--- src/rtl/core/ber_tlv_stream_parser_assert.svh ---
// ----------------------------------------------------------------------------
// BER-TLV stream parser assertion macros
// Shared assertion forms clocked on i_clk, with and without reset masking.
// ----------------------------------------------------------------------------
`ifndef BER_TLV_STREAM_PARSER_ASSERT_SVH
`define BER_TLV_STREAM_PARSER_ASSERT_SVH

// Checked only while the block is out of reset.
`define BTLV_ASSERT_RUN(lbl, prop, msg) \
    lbl: assert property (@(posedge i_clk) disable iff (!i_rst_n) prop) else $error(msg);

// Checked at every edge, reset included.
`define BTLV_ASSERT_ALL(lbl, prop, msg) \
    lbl: assert property (@(posedge i_clk) prop) else $error(msg);

`endif

--- src/rtl/core/btlv_pkg.sv ---
// ----------------------------------------------------------------------------
// BER-TLV parser package
// Phase, kind and error codes, and the types shared by the parser modules.
// ----------------------------------------------------------------------------
package btlv_pkg;

    localparam int unsigned MAX_LENGTH_BYTES = 4;
    localparam int unsigned LEN_CNT_W        = 3;
    localparam int unsigned S_TDATA_W        = 8;
    localparam int unsigned M_TDATA_W        = 72;

    localparam logic [2:0] PH_TAG1  = 3'd0;
    localparam logic [2:0] PH_TAG2  = 3'd1;
    localparam logic [2:0] PH_TAG3  = 3'd2;
    localparam logic [2:0] PH_LEN1  = 3'd3;
    localparam logic [2:0] PH_LENN  = 3'd4;
    localparam logic [2:0] PH_VALUE = 3'd5;
    localparam logic [2:0] PH_ERROR = 3'd6;

    localparam logic [1:0] KIND_HEADER = 2'd0;
    localparam logic [1:0] KIND_VALUE  = 2'd1;
    localparam logic [1:0] KIND_ERROR  = 2'd2;

    localparam logic [1:0] ERR_ZERO_TAG   = 2'd0;
    localparam logic [1:0] ERR_TAG3_CONT  = 2'd1;
    localparam logic [1:0] ERR_LEN_COUNT  = 2'd2;
    localparam logic [1:0] ERR_INDEFINITE = 2'd3;

    typedef struct packed {
        logic [2:0]           phase;
        logic [23:0]          tag_accum;
        logic [1:0]           tag_count;
        logic [1:0]           class_bits;
        logic                 constructed;
        logic [31:0]          length_accum;
        logic [LEN_CNT_W-1:0] len_left;
        logic [31:0]          val_left;
    } t_state;

    typedef struct packed {
        logic [1:0]  kind;
        logic [23:0] tag;
        logic [1:0]  tag_size;
        logic [1:0]  tag_class;
        logic        constructed;
        logic [31:0] value_length;
        logic [7:0]  value_byte;
        logic        last;
        logic [1:0]  error_code;
    } t_item;

endpackage

--- src/rtl/core/btlv_step.sv ---
// ----------------------------------------------------------------------------
// BER-TLV byte decoder
// Computes the next parser state and the optional result for one byte.
// ----------------------------------------------------------------------------
module btlv_step (
    input  btlv_pkg::t_state i_state,
    input  logic [7:0]       i_byte,
    input  logic             i_start,
    output btlv_pkg::t_state o_next,
    output logic             o_emit,
    output btlv_pkg::t_item  o_item
);
    import btlv_pkg::*;

    logic [2:0]           w_phase;
    logic                 w_hdr;
    logic [31:0]          w_hdr_len;
    logic [6:0]           w_count;
    logic [31:0]          w_len_shift;
    logic [LEN_CNT_W-1:0] w_len_dec;
    logic [31:0]          w_val_dec;

    assign w_count     = i_byte[6:0];
    assign w_len_shift = {i_state.length_accum[23:0], i_byte};
    assign w_len_dec   = i_state.len_left - LEN_CNT_W'(i_state.len_left != '0);
    assign w_val_dec   = i_state.val_left - 32'(i_state.val_left != '0);

    always_comb begin
        o_next    = i_state;
        o_emit    = 1'b0;
        o_item    = '0;
        w_hdr     = 1'b0;
        w_hdr_len = '0;
        w_phase   = i_start ? PH_TAG1 : i_state.phase;
        unique case (w_phase)
            PH_TAG1: begin
                if (i_byte == 8'h00) begin
                    o_emit            = 1'b1;
                    o_item.kind       = KIND_ERROR;
                    o_item.error_code = ERR_ZERO_TAG;
                    o_next.phase      = PH_ERROR;
                end else begin
                    o_next.tag_accum   = {16'h0000, i_byte};
                    o_next.tag_count   = 2'd1;
                    o_next.class_bits  = i_byte[7:6];
                    o_next.constructed = i_byte[5];
                    o_next.phase       = (i_byte[4:0] == 5'h1F) ? PH_TAG2 : PH_LEN1;
                end
            end
            PH_TAG2: begin
                o_next.tag_accum = {i_state.tag_accum[15:0], i_byte};
                o_next.tag_count = 2'd2;
                o_next.phase     = i_byte[7] ? PH_TAG3 : PH_LEN1;
            end
            PH_TAG3: begin
                if (i_byte[7]) begin
                    o_emit            = 1'b1;
                    o_item.kind       = KIND_ERROR;
                    o_item.error_code = ERR_TAG3_CONT;
                    o_next.phase      = PH_ERROR;
                end else begin
                    o_next.tag_accum = {i_state.tag_accum[15:0], i_byte};
                    o_next.tag_count = 2'd3;
                    o_next.phase     = PH_LEN1;
                end
            end
            PH_LEN1: begin
                if (!i_byte[7]) begin
                    w_hdr     = 1'b1;
                    w_hdr_len = {24'h000000, i_byte};
                end else if (w_count == 7'd0) begin
                    o_emit            = 1'b1;
                    o_item.kind       = KIND_ERROR;
                    o_item.error_code = ERR_INDEFINITE;
                    o_next.phase      = PH_ERROR;
                end else if (w_count > 7'(MAX_LENGTH_BYTES)) begin
                    o_emit            = 1'b1;
                    o_item.kind       = KIND_ERROR;
                    o_item.error_code = ERR_LEN_COUNT;
                    o_next.phase      = PH_ERROR;
                end else begin
                    o_next.length_accum = '0;
                    o_next.len_left     = w_count[LEN_CNT_W-1:0];
                    o_next.phase        = PH_LENN;
                end
            end
            PH_LENN: begin
                o_next.length_accum = w_len_shift;
                o_next.len_left     = w_len_dec;
                if (w_len_dec == '0) begin
                    w_hdr     = 1'b1;
                    w_hdr_len = w_len_shift;
                end
            end
            PH_VALUE: begin
                o_emit            = 1'b1;
                o_item.kind       = KIND_VALUE;
                o_item.value_byte = i_byte;
                o_item.last       = (i_state.val_left <= 32'd1);
                o_next.val_left   = w_val_dec;
                if (w_val_dec == '0) begin
                    o_next.phase = PH_TAG1;
                end
            end
            default: begin
                o_next.phase = PH_ERROR;
            end
        endcase

        if (w_hdr) begin
            o_emit              = 1'b1;
            o_item.kind         = KIND_HEADER;
            o_item.tag          = i_state.tag_accum;
            o_item.tag_size     = i_state.tag_count;
            o_item.tag_class    = i_state.class_bits;
            o_item.constructed  = i_state.constructed;
            o_item.value_length = w_hdr_len;
            o_item.last         = (w_hdr_len == '0);
            o_next.length_accum = w_hdr_len;
            if (w_hdr_len == '0) begin
                o_next.phase = PH_TAG1;
            end else begin
                o_next.val_left = w_hdr_len;
                o_next.phase    = PH_VALUE;
            end
        end
    end

endmodule

--- src/rtl/core/ber_tlv_stream_parser.sv ---
// ----------------------------------------------------------------------------
// BER-TLV stream parser
// Throughput is one word per cycle while the output is not stalled; each
// accepted byte passes from the input register through the byte decoder
// into the result register. A synchronous active-low reset empties both
// registers and returns the parser to expect the first byte of a tag.
// ----------------------------------------------------------------------------
module ber_tlv_stream_parser (
    input  logic                             i_clk,
    input  logic                             i_rst_n,
    input  logic                             i_s_tvalid,
    output logic                             o_s_tready,
    // data_byte [7:0]
    input  logic [btlv_pkg::S_TDATA_W-1:0]   i_s_tdata,
    // start_req [0]
    input  logic                             i_s_tuser,
    output logic                             o_m_tvalid,
    input  logic                             i_m_tready,
    // tag [23:0], tag_size [25:24], tag_class [27:26], constructed [28],
    // value_length [60:29], value_byte [68:61], error_code [70:69], zero [71]
    output logic [btlv_pkg::M_TDATA_W-1:0]   o_m_tdata,
    // kind [1:0]
    output logic [1:0]                       o_m_tuser,
    // last_of_value
    output logic                             o_m_tlast
);
    import btlv_pkg::*;

    logic       r_in_valid;
    logic [7:0] r_in_byte;
    logic       r_in_start;
    logic       r_out_valid;
    t_item      r_out;
    t_state     r_state;

    t_state     w_next;
    t_item      w_item;
    logic       w_emit;
    logic       w_fire;
    logic       w_take;

    assign w_fire     = r_in_valid && (!r_out_valid || i_m_tready);
    assign o_s_tready = !r_in_valid || w_fire;
    assign w_take     = i_s_tvalid && o_s_tready;

    btlv_step u_step (
        .i_state (r_state),
        .i_byte  (r_in_byte),
        .i_start (r_in_start),
        .o_next  (w_next),
        .o_emit  (w_emit),
        .o_item  (w_item)
    );

    always_ff @(posedge i_clk) begin
        if (!i_rst_n) begin
            r_in_valid  <= 1'b0;
            r_out_valid <= 1'b0;
            r_state     <= '{phase: PH_TAG1, default: '0};
        end else begin
            if (w_take) begin
                r_in_valid <= 1'b1;
            end else if (w_fire) begin
                r_in_valid <= 1'b0;
            end
            if (w_fire) begin
                r_out_valid <= w_emit;
                r_state     <= w_next;
            end else if (i_m_tready) begin
                r_out_valid <= 1'b0;
            end
        end
    end

    always_ff @(posedge i_clk) begin
        if (w_take) begin
            r_in_byte  <= i_s_tdata;
            r_in_start <= i_s_tuser;
        end
        if (w_fire) begin
            r_out <= w_item;
        end
    end

    assign o_m_tvalid = r_out_valid;
    assign o_m_tuser  = r_out.kind;
    assign o_m_tlast  = r_out.last;
    assign o_m_tdata  = {1'b0, r_out.error_code, r_out.value_byte, r_out.value_length,
                         r_out.constructed, r_out.tag_class, r_out.tag_size, r_out.tag};

`include "ber_tlv_stream_parser_assert.svh"

    `BTLV_ASSERT_RUN(a_error_parks, (w_fire && w_emit && w_item.kind == KIND_ERROR) |=> (r_state.phase == PH_ERROR), "error result did not park the parser")
    `BTLV_ASSERT_RUN(a_value_count, (r_state.phase == PH_VALUE) |-> (r_state.val_left != '0), "value phase with no bytes left")
    `BTLV_ASSERT_RUN(a_header_last, (r_out_valid && r_out.kind == KIND_HEADER) |-> (r_out.last == (r_out.value_length == '0)), "header last mark disagrees with length")
    `BTLV_ASSERT_ALL(a_reset_empty, !i_rst_n |=> (!r_in_valid && !r_out_valid), "registers not empty after reset")

endmodule
--- config.mk ---
export PLATFORM = sky130hd
export DESIGN_NAME = ber_tlv_stream_parser
export DESIGN_NICKNAME = d
export VERILOG_FILES = /design/src/rtl/core/btlv_pkg.sv /design/src/rtl/core/btlv_step.sv /design/src/rtl/core/ber_tlv_stream_parser.sv
export VERILOG_INCLUDE_DIRS = /design/src /design/src/rtl/core
export SDC_FILE = /design/constraint.sdc
export NUM_CORES = 1
export LEC_CHECK = 0
export BUFFER_PORTS_ARGS = -buffer_cell sky130_fd_sc_hd__buf_2
export CAP_MARGIN = 20
export CORE_MARGIN = 2
export CORE_UTILIZATION = 60
export CTS_CLUSTER_DIAMETER = 60
export CTS_CLUSTER_SIZE = 12
export DETAILED_ROUTE_END_ITERATION = 7
export PLACE_DENSITY_LB_ADDON = 0.2
export SKIP_LAST_GASP = 1
export SLEW_MARGIN = 20
export SYNTH_ARGS = -nofsm -noshare
export SYNTH_HDL_FRONTEND = slang
export SYNTH_SLANG_ARGS = --single-unit
export TNS_END_PERCENT = 1
--- constraint.sdc ---
create_clock -name i_clk -period 11.2 [get_ports i_clk]
set_input_delay 1.12 -clock i_clk [delete_from_list [all_inputs] [get_ports i_clk]]
set_output_delay 1.12 -clock i_clk [all_outputs]
set_load 0.01 [all_outputs]
==> results of run 1 <==
[path summary, 6_finish.rpt]
kind / from / end / slack, ps / cells after the start
hold reg to reg: r_state[69]$_SDFFE_PN0P_ / r_state[69]$_SDFFE_PN0P_ / 470 / 2
setup / recovery: r_state[7]$_SDFFE_PN0P_ / r_state[97]$_SDFFE_PN0P_ / 6860 / 13
hold / removal: r_state[69]$_SDFFE_PN0P_ / r_state[69]$_SDFFE_PN0P_ / 470 / 2
setup reg to reg: r_state[7]$_SDFFE_PN0P_ / r_state[97]$_SDFFE_PN0P_ / 6860 / 13
[synthesized netlist by cell type (9+ instances only)]
master                     count  area, sq um
sky130_fd_sc_hd__a21oi_1      93          465
sky130_fd_sc_hd__and2_1       67          419
sky130_fd_sc_hd__clkbuf_1     52          195
sky130_fd_sc_hd__dfxtp_1      93         1860
sky130_fd_sc_hd__edfxtp_1     83         2490
sky130_fd_sc_hd__inv_1        15         56.3
sky130_fd_sc_hd__nand2_1      95          357
sky130_fd_sc_hd__nand3_1      45          225
sky130_fd_sc_hd__nand4_1       9         56.3
sky130_fd_sc_hd__nor2_1       60          225
sky130_fd_sc_hd__nor3_1       25          125
sky130_fd_sc_hd__nor4_1       21          131
sky130_fd_sc_hd__o21ai_0      47          235
sky130_fd_sc_hd__or3_1         9         56.3
[stage by stage]
step           area, sq um  setup slack [ps]  util (%)  hold slack [ps]
6_report              9170              6860      69.8              467
2_1_floorplan         8020              6810         -              432
3_5_place_dp          8490              6910      64.7              445
4_1_cts               9170              6880      69.8              459
3_3_place_gp          8490              7020      64.7              438
5_1_grt               9170              6540      69.8              473
[kinds of logic (layout without fill, tap and decap cells)]
kind of cell	Yosys count	in the layout	share of synthesized area [%]
AO/OA/AOI/OAI	204	204	15.1
XOR/XNOR	9	9	0.983
adder cells (fa/ha/maj)	4	4	0.624
buffers and inverters	76	144	4.03
flip-flops	176	176	54.3
multiplexers	3	3	0.375
other	1	1	0.0468
AND/OR/NAND/NOR	375	375	24.5
[metal layers]
metal | share of wire (%) | vias to the layer above | wire length [um]
met5 | 0 | - | 0
met4 | 2.9 | 0 | 600
met3 | 7.2 | 43 | 1480
met2 | 49 | 322 | 9940
met1 | 41 | 3176 | 8360
li1 | - | 3159 | -
[report_power, final]
| group | internal (mW) | leakage, nW | switching (mW) |
|---|---|---|---|
| Combinational | 0.0581 | 1.53 | 0.0965 |
| Sequential | 0.691 | 1.56 | 0.0229 |
| Clock | 0.402 | 0.332 | 0.263 |
| Total | 1.15 | 3.42 | 0.383 |
[state kept, by name, indices dropped and copies added (netlist names)]
| signal | count |
|---|---|
| o_m_tlast | 1 |
| o_m_tdata | 71 |
| o_m_tvalid | 1 |
| r_state | 91 |
| o_m_tuser | 2 |
| r_in_start | 1 |
| r_in_byte | 8 |
| r_in_valid | 1 |
[area by class of cell]
cell class | instances | area, sq um | area share (%)
Inverter | 16 | 61.3 | 0.669
Clock inverter | 13 | 209 | 2.28
Clock buffer | 19 | 464 | 5.06
Sequential cell | 176 | 4350 | 47.5
Multi-Input combinational cell | 596 | 3360 | 36.6
Tap cell | 176 | 220 | 2.40
Timing Repair Buffer | 96 | 500 | 5.46
[worst min-delay path, stage by stage, from the launching register on]
cell,delay [ps]
sky130_fd_sc_hd__dfxtp_1,320
sky130_fd_sc_hd__nand2_1,50
sky130_fd_sc_hd__a21oi_1,50
==> results.txt, run 1 <==
- Subtracting the final worst setup slack from the clock period gives 4340 ps.
* Most used DFF post-synth: sky130_fd_sc_hd__dfxtp_1
- The design draws 1.53 mW.
- Die width: 120 um
- Largest net degree at the start of global routing: 87
- 0 antenna diodes ended up in the layout.
- Asr flop ratio synth: 0%
- On the critical path, the stage with the largest delay is an instance of sky130_fd_sc_hd__or4_4.
- Final HPWL DP: 13.4 mm
- For this design the top-level I/O count stands at 90.
- Area overhead of the layout relative to synthesis: 14.3%
- After floorplanning, the core was sized to cover 13100 sq um.
- The library cells used most frequently in the layout, excluding fill and tap cells, are 95 x sky130_fd_sc_hd__nand2_1, 93 x sky130_fd_sc_hd__a21oi_1, 93 x sky130_fd_sc_hd__dfxtp_1, 88 x sky130_fd_sc_hd__buf_2, 83 x sky130_fd_sc_hd__edfxtp_1.
- Required @ worst endpoint: 11510 ps
- Buffers inserted during clock tree synthesis total 17.
- Final routed DRC violation total: 0
- Via count: 6700
- Crit path capture type: register
- Post-synthesis instance area: 8020 sq um
* Total gr overflow: 0
- Yosys mapped a number of flops with a built-in enable equal to 83.
- Port Buffers: 88
- Along the worst path, the maximum fanout reaches 13.
* Final weighted congestion in routability-driven placement: 0.890
* Max-cap violations: 0
* Post-synthesis net count: 865
- Of the available clock period, the critical path in the final layout requires 38.8%.
* Die span in y: 120 um
* Unique cell type count in the Yosys netlist: 61
- Data arrives at the worst endpoint at 4660 ps.
- Measured against its own limit, the worst slew margin works out to 38.7%.
* First-pass GRT wire length: 32.9 mm
* Starting density of the core: 61.0%
- For this run, global-route usage on met2 was measured as 49.5%.
* Slew at the pin with the worst max-slew slack: 920 ps
* Number of global-route vias before repair: 6292
- Between clock sinks in the finished design, the worst skew comes to 6.25 ps.
* Number of gates resized after CTS: 0
- The H-tree generated during clock tree synthesis spans 4 levels.
* Worst hold-check path type: reg -> reg
* Routing usage on met3: 5.04%
- # clock sinks: 176
- Die area: 14300 sq um
* Number of synthesis warnings: 0
- Final wirelength: 20.4 mm
- Detailed router's first-iteration violation count: 673
* Avg Inst Size Synth: 9.45 sq um
- After filler insertion, the fill cell instance count of the layout stands at 1021.
- In the final routed layout, each cell accounts on average for 18.7 um.
* Highest clock rate: 230 MHz
- Hold Vio Cnt, Final: 0
- For this run, the detailed router's first-pass iteration total came to 5.
- The number of buffers and inverters on the critical path is 0.
* Aggregate global-route resource usage: 29.3%
- In the routed layout, each cell is associated on average with a via count of 6.14.
* Most common cell after layout, fill and taps aside: sky130_fd_sc_hd__nand2_1
- Global routing used 37.9% of the available met1 tracks.
* Quantity of hold-fixing buffers added after cts: 0
* Worst-path cell chain: or4_4, or4_4, nor4_1, nand4_1, ha_1, ha_1, or3b_2, and2_1, o21ai_0, a211oi_2, nand4_1, o21ba_2, mux2i_1
* Clock tree from TritonCTS: yes
- Cell Pwr Density: 167 nW/um^2
* Number of placed cells counting well taps: 1060
* Ratio of cells with drive above 1 in the final layout: 16.5%
- Clock-pin slew reported for the worst setup and hold paths after clock tree synthesis: 70 ps
- Gr busiest metal: met2
- The floorplan has 42 rows.
- Root buffer selected by CTS: sky130_fd_sc_hd__clkbuf_16
- The run finished with clean final reports.
- Number of antenna violations at the first check in global routing: 0
- The total count of max-transition violations in the final report came to 0.
- Once detail routing completed, the nets flagged for antenna violations numbered 0.
- Setup TNS Final: 0 ps
* Critical path class: reg -> reg
- Unrepaired setup endpoints after global routing: false
* Post-CTS setup-driven buffer insertion count: 0
- The worst setup path is launched from a register.
* Largest stage delay, worst path: 640 ps
* Post-synthesis instance total: 848
- Post-synthesis sequential element count: 176
- Setup violations remaining at the end of the flow were counted as 0.
* Final-stage net count: 920
* Peak ir drop on the vdd network: 0.105 mV
* Cell family with most CP delay: simple AND/OR/NAND/NOR gates
- The finished layout holds 1092 standard cells, fillers aside.
* Sequential-to-total area share from yosys stat: 54.3%
- Clock insertion delay at the later pin of the skew report: 430 ps
- Worst-case clock buffer depth: 2
* Leak: 3.42 nW
Power figures use the tool's default switching activity.
==> inputs of run 2 (changes only) <==
- CORE_UTILIZATION: 60 -> 59
- clock period: 11.2 -> 4.55 ns (I/O delays scaled with it)
==> run 2 against run 1 <==
Net effect: non-clock buffer count is 8 higher; setup slack worse by 6600 ps; worst hold slack lost 270 ps; flip-flop and latch count did not move; clock power up 150%; sequential power increased by 150%; fmax up 1.7%; total power is 150% higher; combinational power increased to 2.6 times the previous value; clock skew increased by 3.8 ps; via count grew 1.7%; final cell count increased by 0.73%.
==> results.txt, run 2 (synthesized netlist as in run 1, its figures left out) <==
- Outcome: finished, final reports clean (unchanged).
* Final-layout fill cell count: 1044 (was 1021)
- Worst Hold Endpoint: r_in_byte[5]$_DFFE_PP_ (was r_state[69]$_SDFFE_PN0P_)
* Core area: 13200 sq um (was 13100 sq um)
* Shortest clock period the worst path allows after layout: 4270 ps (was 4340 ps)
* Post-layout worst setup margin: 276 ps (was 6860 ps)
- Reg-to-Reg Start: r_state[8]$_SDFFE_PN0P_ (was r_state[7]$_SDFFE_PN0P_)
- The antenna violation net count after detailed routing is 0 (unchanged).
* Cell Rows: 42 (unchanged)
- Cell Pwr Density: 411 nW/um^2 (was 167 nW/um^2)
- The number of cells after detailed placement came to 1068 (was 1060).
- Area overhead of the layout relative to synthesis: 15.1% (was 14.3%)
* Post-Layout Cell Count: 1100 (was 1092)
* Total gr overflow: 0 (unchanged)
* Via count: 6817 (was 6700)
- The number of vias per cell after detailed routing was 6.20 (was 6.14).
- The number of flip-flops under the largest register name was 91 (unchanged).
- The post-detailed-route DRC marker count is 0 (unchanged).
* Number of slew-limit violations in the final report: 0 (unchanged)
* Required @ worst endpoint: 4870 ps (was 11510 ps)
- The global-route wire length before repair came to 33.1 mm (was 32.9 mm).
- Period utilization: 93.9% (was 38.8%)
- Beginning of the worst hold path: i_s_tdata[5] (was r_state[69]$_SDFFE_PN0P_)
- The placed cell area was 8550 sq um (was 8490 sq um).
* Leak: 3.45 nW (was 3.42 nW)
* Clock-pin slew reported for the worst setup and hold paths after clock tree synthesis: 70 ps (about the same)
* Peak ir drop on the vdd network: 0.204 mV (was 0.105 mV)
* Final HPWL DP: 14.1 mm (was 13.4 mm)
- Clock tree from TritonCTS: yes (unchanged)
- Final-stage net count: 928 (was 920)
- Capture point of the worst reg-to-reg path: r_state[97]$_SDFFE_PN0P_ (unchanged)
- The maximum level of the CTS H-tree came to 4 (unchanged).
* Post-CTS setup-driven buffer insertion count: 0 (unchanged)
- Quantity of hold-fixing buffers added after cts: 0 (unchanged)
- The last weighted congestion value of the routability-driven placer was 0.895 (was 0.890).
- The sequential power share came to 46.3% (was 46.6%).
- The slew at the pin closest to its max-slew limit came to 986 ps (was 920 ps).
- Worst setup slack for register-to-register paths: 280 ps (was 6860 ps)
* Clock Power Share: 43.3% (was 43.4%)
* Setup TNS Final: 0 ps (unchanged)
* Hold Path Cell Cnt: 1 (was 2)
- Worst-case clock buffer depth: 2 (unchanged)
- Crit path launch type: register (unchanged)
- The tightest slew margin relative to the limit was 34.2% (was 38.7%).
* Portion of total power attributed to combinational logic: 10.5% (was 10.1%)
- The worst setup slack before clock tree synthesis came to 326 ps (was 6910 ps).
- Pwr Total: 3.79 mW (was 1.53 mW)
* Worst reg-to-reg path cell count: 13 (unchanged)
- The proportion of layout cells with a drive suffix above 1 came to 17.2% (was 16.5%).
- Number of gates resized after CTS: 0 (unchanged)
* Most common cell after layout, fill and taps aside: sky130_fd_sc_hd__nand2_1 (unchanged)
- The via count of the first global-routing pass came to 6444 (was 6292).
- The internal portion of total power is 2.82 mW (was 1.15 mW).
- Setup Skew: 10.0 ps (was 6.25 ps)
- Wire per inst: 19.1 um (was 18.7 um)
* Number of antenna violations at the first check in global routing: 0 (unchanged)
- Top library cells by usage in the layout, fill and taps aside: 95 x sky130_fd_sc_hd__nand2_1, 93 x sky130_fd_sc_hd__a21oi_1, 93 x sky130_fd_sc_hd__dfxtp_1, 88 x sky130_fd_sc_hd__buf_2, 83 x sky130_fd_sc_hd__edfxtp_1 (unchanged)
- Post-route worst hold slack: 193 ps (was 467 ps)
- Critical path class: reg -> reg (unchanged)
- The clock latency on the worst-skew pair came to 440 ps (was 430 ps).
* Highest clock rate: 234 MHz (was 230 MHz)
* Sw Ratio: 25.5% (was 25.0%)
* Final wirelength: 21.0 mm (was 20.4 mm)
- Power dissipated by switching net loads: 0.969 mW (was 0.383 mW)
- Largest net degree at the start of global routing: 75 (was 87)
* Detailed router's first-iteration violation count: 674 (was 673)
* CP max FO: 13 (unchanged)
- The number of diodes added for antenna fixing was 0 (unchanged).
- The final count of negative-setup-slack endpoints came to 0 (unchanged).
- Worst hold-check path type: in -> reg (was reg -> reg)
- Max-cap violations: 0 (unchanged)
- The clock sink total was 176 (unchanged).
* Unrepaired setup endpoints after global routing: false (unchanged)
* Final core utilization: 69.7% (was 69.8%)
* Die span in y: 121 um (was 120 um)
* Final instance area: 9230 sq um (was 9170 sq um)
- The die span in x was 121 um (was 120 um).
- Port Buffers: 88 (unchanged)
- The detailed-router iteration count before antenna repair was 7 (was 5).
* Data arrival, critical path: 4600 ps (was 4660 ps)
* Starting density of the core: 60.5% (was 61.0%)
- Register containing the most flip-flops in the final layout: r_state (unchanged)
* Root buffer selected by CTS: sky130_fd_sc_hd__clkbuf_16 (unchanged)
* Number of top-level design ports: 90 (unchanged)
* Number of buffers created by CTS: 17 (unchanged)
- The overall global routing resource usage was 29.6% (was 29.3%).
- The element type at the critical path end is a register (unchanged).
- Hold Vio Cnt, Final: 0 (unchanged)
- The full die area was 14500 sq um (was 14300 sq um).
run 2: cell count changes in the layout (fill, tap and decap cells not counted), moves of 2 or more:
cell,change
sky130_fd_sc_hd__inv_6,-3
sky130_fd_sc_hd__clkinvlp_4,+2
sky130_fd_sc_hd__buf_4,+8
sky130_fd_sc_hd__inv_8,+2
run 2: critical path, stage by stage (launching register included):
cell	delay (ps)
sky130_fd_sc_hd__dfxtp_1	400
sky130_fd_sc_hd__or4_4	560
sky130_fd_sc_hd__or4_4	630
sky130_fd_sc_hd__nor4_1	380
sky130_fd_sc_hd__nand4_1	140
sky130_fd_sc_hd__ha_1	240
sky130_fd_sc_hd__ha_1	260
sky130_fd_sc_hd__or3b_2	380
sky130_fd_sc_hd__and2_1	250
sky130_fd_sc_hd__o31ai_1	110
sky130_fd_sc_hd__a211oi_2	240
sky130_fd_sc_hd__nand4_1	180
sky130_fd_sc_hd__o21ba_2	270
sky130_fd_sc_hd__mux2i_1	120
run 2: worst max path at each step:
stage / start / endpoint / cells past startpoint / slack, ps
2_1_floorplan: r_state[4]$_SDFFE_PN0P_ / r_state[97]$_SDFFE_PN0P_ / 17 / 490
3_3_place_gp: r_state[8]$_SDFFE_PN0P_ / r_state[97]$_SDFFE_PN0P_ / 13 / 460
3_5_place_dp: r_state[8]$_SDFFE_PN0P_ / r_state[97]$_SDFFE_PN0P_ / 13 / 330
4_1_cts: r_state[8]$_SDFFE_PN0P_ / r_state[97]$_SDFFE_PN0P_ / 13 / 320
5_1_grt: r_state[15]$_SDFFE_PN0P_ / r_state[97]$_SDFFE_PN0P_ / 13 / 30
6_report: r_state[8]$_SDFFE_PN0P_ / r_state[97]$_SDFFE_PN0P_ / 13 / 280
run 2: layout make-up:
| type | instances | area (sq um) | area share [%] |
|---|---|---|---|
| multi-input combinational | 596 | 3370 | 36.5 |
| sequential | 176 | 4350 | 47.2 |
| timing repair buffer | 104 | 561 | 6.07 |
| tap | 176 | 220 | 2.39 |
| inverter | 16 | 61.3 | 0.664 |
| clock buffer | 18 | 450 | 4.88 |
| clock inverter | 14 | 219 | 2.37 |
run 2: power groups by stage:
stage          Clock [mW]  Combinational, mW  Sequential, mW
2_1_floorplan           0              0.294            1.77
3_3_place_gp            0              0.375            1.78
3_5_place_dp            0              0.388            1.79
4_1_cts              1.65              0.391            1.75
5_1_grt              1.72              0.433            1.76
6_report             1.64              0.397            1.76
run 2: layer usage:
| layer | share of wire (%) | vias to the layer above | GRT usage (%) |
|---|---|---|---|
| met5 | 0 | - | 0 |
| li1 | - | 3172 | - |
| met1 | 40 | 3262 | 37.3 |
| met4 | 3.1 | 0 | 13.4 |
| met3 | 7.1 | 55 | 5.61 |
| met2 | 50 | 328 | 49.5 |
